--- src/hbs_pkg.sv ---
// Shared constants and types for the height map smoothing block.
package hbs_pkg;

    localparam int MAP_DIM   = 64;
    localparam int COORD_W   = $clog2(MAP_DIM);
    localparam int ADDR_W    = 2 * COORD_W;
    localparam int H_W       = 24;
    localparam int GAIN_W    = 16;
    localparam int GAIN_FRAC = 15;
    localparam int PASS_W    = 3;
    localparam int VERT_W    = 9;

    localparam logic [GAIN_W-1:0] GAIN_ONE   = 16'd32768;
    localparam logic [GAIN_W-1:0] GAIN_RESET = 16'd24576;
    localparam logic [PASS_W-1:0] PASS_RESET = 3'd3;

    localparam logic [VERT_W-1:0] VERT_STEP = 9'd5;
    localparam logic [VERT_W-1:0] VERT_BASE = 9'd200;

    localparam logic [1:0] OP_WRITE = 2'd0;
    localparam logic [1:0] OP_RUN   = 2'd1;
    localparam logic [1:0] OP_READ  = 2'd2;

    localparam logic REPLY_DONE = 1'b0;
    localparam logic REPLY_READ = 1'b1;

    localparam logic CFG_GAIN   = 1'b0;
    localparam logic CFG_PASSES = 1'b1;

    typedef struct packed {
        logic load_diff;
        logic load_prod;
    } t_blend_ctrl;

endpackage

--- src/hbs_blend.sv ---
// Shared two-step blend unit: nb + floor((own - nb) * gain / 2^15).
module hbs_blend (
    input  logic                                i_clk,
    input  hbs_pkg::t_blend_ctrl                i_ctrl,
    input  logic signed [hbs_pkg::H_W-1:0]      i_own,
    input  logic signed [hbs_pkg::H_W-1:0]      i_nb,
    input  logic        [hbs_pkg::GAIN_W-1:0]   i_gain,
    output logic signed [hbs_pkg::H_W-1:0]      o_result
);
    import hbs_pkg::*;

    localparam int DIFF_W = H_W + 1;
    localparam int PROD_W = DIFF_W + GAIN_W + 1;
    localparam int SUM_W  = H_W + 3;

    logic signed [DIFF_W-1:0] r_diff;
    logic signed [H_W-1:0]    r_nb;
    logic signed [PROD_W-1:0] r_prod;
    logic signed [PROD_W-1:0] prod_shift;
    logic signed [SUM_W-1:0]  sum;

    always_ff @(posedge i_clk) begin
        if (i_ctrl.load_diff) begin
            r_diff <= {i_own[H_W-1], i_own} - {i_nb[H_W-1], i_nb};
            r_nb   <= i_nb;
        end
        if (i_ctrl.load_prod) begin
            r_prod <= r_diff * $signed({1'b0, i_gain});
        end
    end

    always_comb begin
        prod_shift = r_prod >>> GAIN_FRAC;
        sum        = {{(SUM_W-H_W){r_nb[H_W-1]}}, r_nb} + prod_shift[SUM_W-1:0];
        o_result   = sum[H_W-1:0];
    end

endmodule

--- config.mk ---
export PLATFORM = sky130hd
export DESIGN_NAME = hbs_blend
export DESIGN_NICKNAME = d
export VERILOG_FILES = /design/src/hbs_pkg.sv /design/src/hbs_blend.sv
export SDC_FILE = /design/constraint.sdc
export NUM_CORES = 1
export LEC_CHECK = 0
export BUFFER_PORTS_ARGS = -buffer_cell sky130_fd_sc_hd__buf_4
export CAP_MARGIN = 20
export CORE_ASPECT_RATIO = 0.9
export CORE_MARGIN = 2
export CORE_UTILIZATION = 42
export DETAILED_ROUTE_END_ITERATION = 16
export GPL_TIMING_DRIVEN = 0
export PLACE_DENSITY_LB_ADDON = 0.05
export SYNTH_ARGS = -nofsm -noshare
export SYNTH_HDL_FRONTEND = slang
export SYNTH_SLANG_ARGS = --single-unit
--- constraint.sdc ---
create_clock -name i_clk -period 7.7 [get_ports i_clk]
set_input_delay 1.155 -clock i_clk [delete_from_list [all_inputs] [get_ports i_clk]]
set_output_delay 1.155 -clock i_clk [all_outputs]
set_load 0.02 [all_outputs]
==> run summary <==
H-tree Lvls: 3
Ys async rst share: 0
Vias in the first global route: 14,000
Hold WS: 985 ps
Maxcap violations: 0
Total number of vias: 12,800
EDFF count, synth: 73
Top-count cell post-synth: inv_1
CP Data Required Time: 7780 ps
Avg Vias per Cell: 4.98
Layout cell share with drive strength beyond 1: 0.0716
Ys flop type: edfxtp_1
CTS max path bufs: 2
Final #Nets: 2,599
Critical-path cell list: buf_4 -> clkbuf_2 -> nand2_1 -> fa_1 -> fa_1 -> inv_1 -> fa_1 -> inv_1 -> fa_1 -> fa_1 -> fa_1 -> inv_1 -> ha_1 -> nand4_1 -> nor3_2 -> nand4_1 -> o311ai_2 -> o21ai_2 -> a21oi_1 -> or2_1 -> o211ai_1
Largest net degree at the start of global routing: 50
Inserted Clock Buffers: 9
Initial antenna violation count: 1
CORE AREA: 41,800 sq um
Area delta synth->final: 9.69%
Critical path peak fanout: 16
CP Launch Type: primary input
Synth Instances: 1,923
Port bufs: 90
Initial Utilization: 0.426
Syn nets: 2,502
Signal arrival time at the worst endpoint: 7520 ps
Synth unique cells: 51
CTS tree: built
Commonest cells in the netlist: inv_1, fa_1, nand2_1
Area leader, netlist: fa_1
Worst-margin pin slew: 872 ps
TritonRoute pass-1 iters: 5
Crit path buffers/inverters: 5
Final Cycle Share: 0.966
Share of the synthesized area in the top cell type: 0.418
Top cells by area, synth: fa_1, edfxtp_1, inv_1
Period minus WS final: 7440 ps
Fillers: 4,152
First-pass GRT wire length: 79,100 um
Wire per inst: 19.0 um
Peak Freq: 134 MHz
Gr ovfl total: 0
Relative slew slack: 0.413
Max-slew violation count: 0
Unrepaired setup endpoints after global routing: no
YS warnings: 0
CP max stage cell: fa_1
Die W: 221 um
Routability congestion estimate: 0.881
Row cnt: 71
Worst min path class: primary input to flip-flop
Initial DRC Count: 698
Seq/Total Area, Yosys: 0.123
Critical path's largest stage delay: 580 ps
Final setup fails: 0
CP endpoint kind: flip-flop
Clock Root Buffer: clkbuf_16
Worst path top cell family by delay: adder cells
Antenna Cells: 0
CTS clock-pin slew for the worst setup and hold paths: 60 ps
Clk sinks: 73
Post-CTS sizing: 0
CP most frequent cell: fa_1
Total wire length: 48,900 um
DRC errors left: 0
Die height: 199 um
Final clock skew: 7.48 ps
Final ANT Viol Nets: 0
# hold bufs at CTS: 0
Worst skew pair latency: 350 ps
Outcome: completed
IO Pins: 91
Die area: 44,000 sq um
Final Hold Fails: 0
Post-CTS Setup Bufs: 0
Post-Syn Area per Cell: 9.24 sq um
Hpwl dp: 41,700 um
Setup Crit Path Kind: primary input to flip-flop
Register bit total from synthesis: 73
Synthesized area: 17,800 sq um
GRT Total Usage: 0.237
==> metal layers <==
metal | share of wire | global-route usage | routed length, um
met1 | 0.45 | 0.324 | 21800
met2 | 0.48 | 0.404 | 23500
met3 | 0.054 | 0.0365 | 2640
met4 | 0.018 | 0.0465 | 885
met5 | 0 | 0 | 0
==> worst register-to-register path: cells and delay by family, from the launching register on <==
family	cells	cell delay, ps
buf+inv	4	760
fa+ha+maj	7	3420
compound gates	4	990
simple gates	5	1210
flops	1	560
==> through the flow <==
step | cell area, sq um | setup slack (ps) | utilization | std cells | TNS [ps]
3_3_place_gp | 19100 | -306 | 0.458 | 2560 | -1870
5_1_grt | 19500 | 13.0 | 0.467 | 2571 | 0
3_5_place_dp | 19100 | -324 | 0.458 | 2560 | -2230
4_1_cts | 19500 | 19.2 | 0.466 | 2575 | 0
2_1_floorplan | 17800 | 1170 | - | 1923 | 0
6_report | 19500 | 264 | 0.467 | 2571 | 0
==> logic make-up (layout without fill, tap and decap cells) <==
logic type / after synthesis / after routing / synth area share
AND/OR/NAND/NOR: 555 / 555 / 0.148
adder cells (fa/ha/maj): 512 / 512 / 0.517
flip-flops: 73 / 73 / 0.123
XOR/XNOR: 70 / 70 / 0.0345
multiplexers: 2 / 2 / 0.00113
buffers and inverters: 559 / 660 / 0.118
AO/OA/AOI/OAI: 152 / 152 / 0.0576
==> registers in the layout (all words and copies together) (netlist names) <==
signal,cells
r_prod,24
r_nb,24
r_diff,25
==> path summary, 6_finish.rpt <==
path / startpoint / to / slack (ps) / depth (start not counted)
max: i_gain[4] / r_prod[38]$_DFFE_PP_ / 260 / 21
min: i_nb[23] / r_nb[23]$_DFFE_PP_ / 980 / 1
max reg2reg: r_diff[17]$_DFFE_PP_ / r_prod[38]$_DFFE_PP_ / 500 / 20
min reg2reg: r_diff[23]$_DFFE_PP_ / r_prod[38]$_DFFE_PP_ / 1750 / 7
==> area by class of cell <==
| class | count | area [sq um] | area share |
|---|---|---|---|
| Clock buffer | 9 | 225 | 0.0116 |
| Sequential cell | 73 | 2190 | 0.112 |
| Buffer | 53 | 224 | 0.0115 |
| Clock inverter | 6 | 116 | 0.00597 |
| Timing Repair Buffer | 90 | 676 | 0.0347 |
| Multi-Input combinational cell | 1291 | 13500 | 0.692 |
| Tap cell | 547 | 684 | 0.0351 |
| Inverter | 502 | 1880 | 0.0966 |
==> placed cells by master, fill, tap and decap left out, types with 9 or more instances in the layout <==
cell type	count
nor3_1	23
nor2_1	52
nand2_1	270
o21ai_1	11
nor2b_1	12
buf_4	90
clkbuf_2	20
a21o_1	13
fa_1	371
and2_1	157
clkbuf_1	33
ha_1	141
a211oi_1	12
edfxtp_1	73
o211ai_1	10
o21a_1	10
clkbuf_16	9
xnor2_1	50
a21oi_1	40
o21ai_0	16
xor2_1	20
inv_1	502
Power is left out: the tool's default activity adds up to more than one toggle a clock period on the data nets, which glitch-free logic cannot reach.
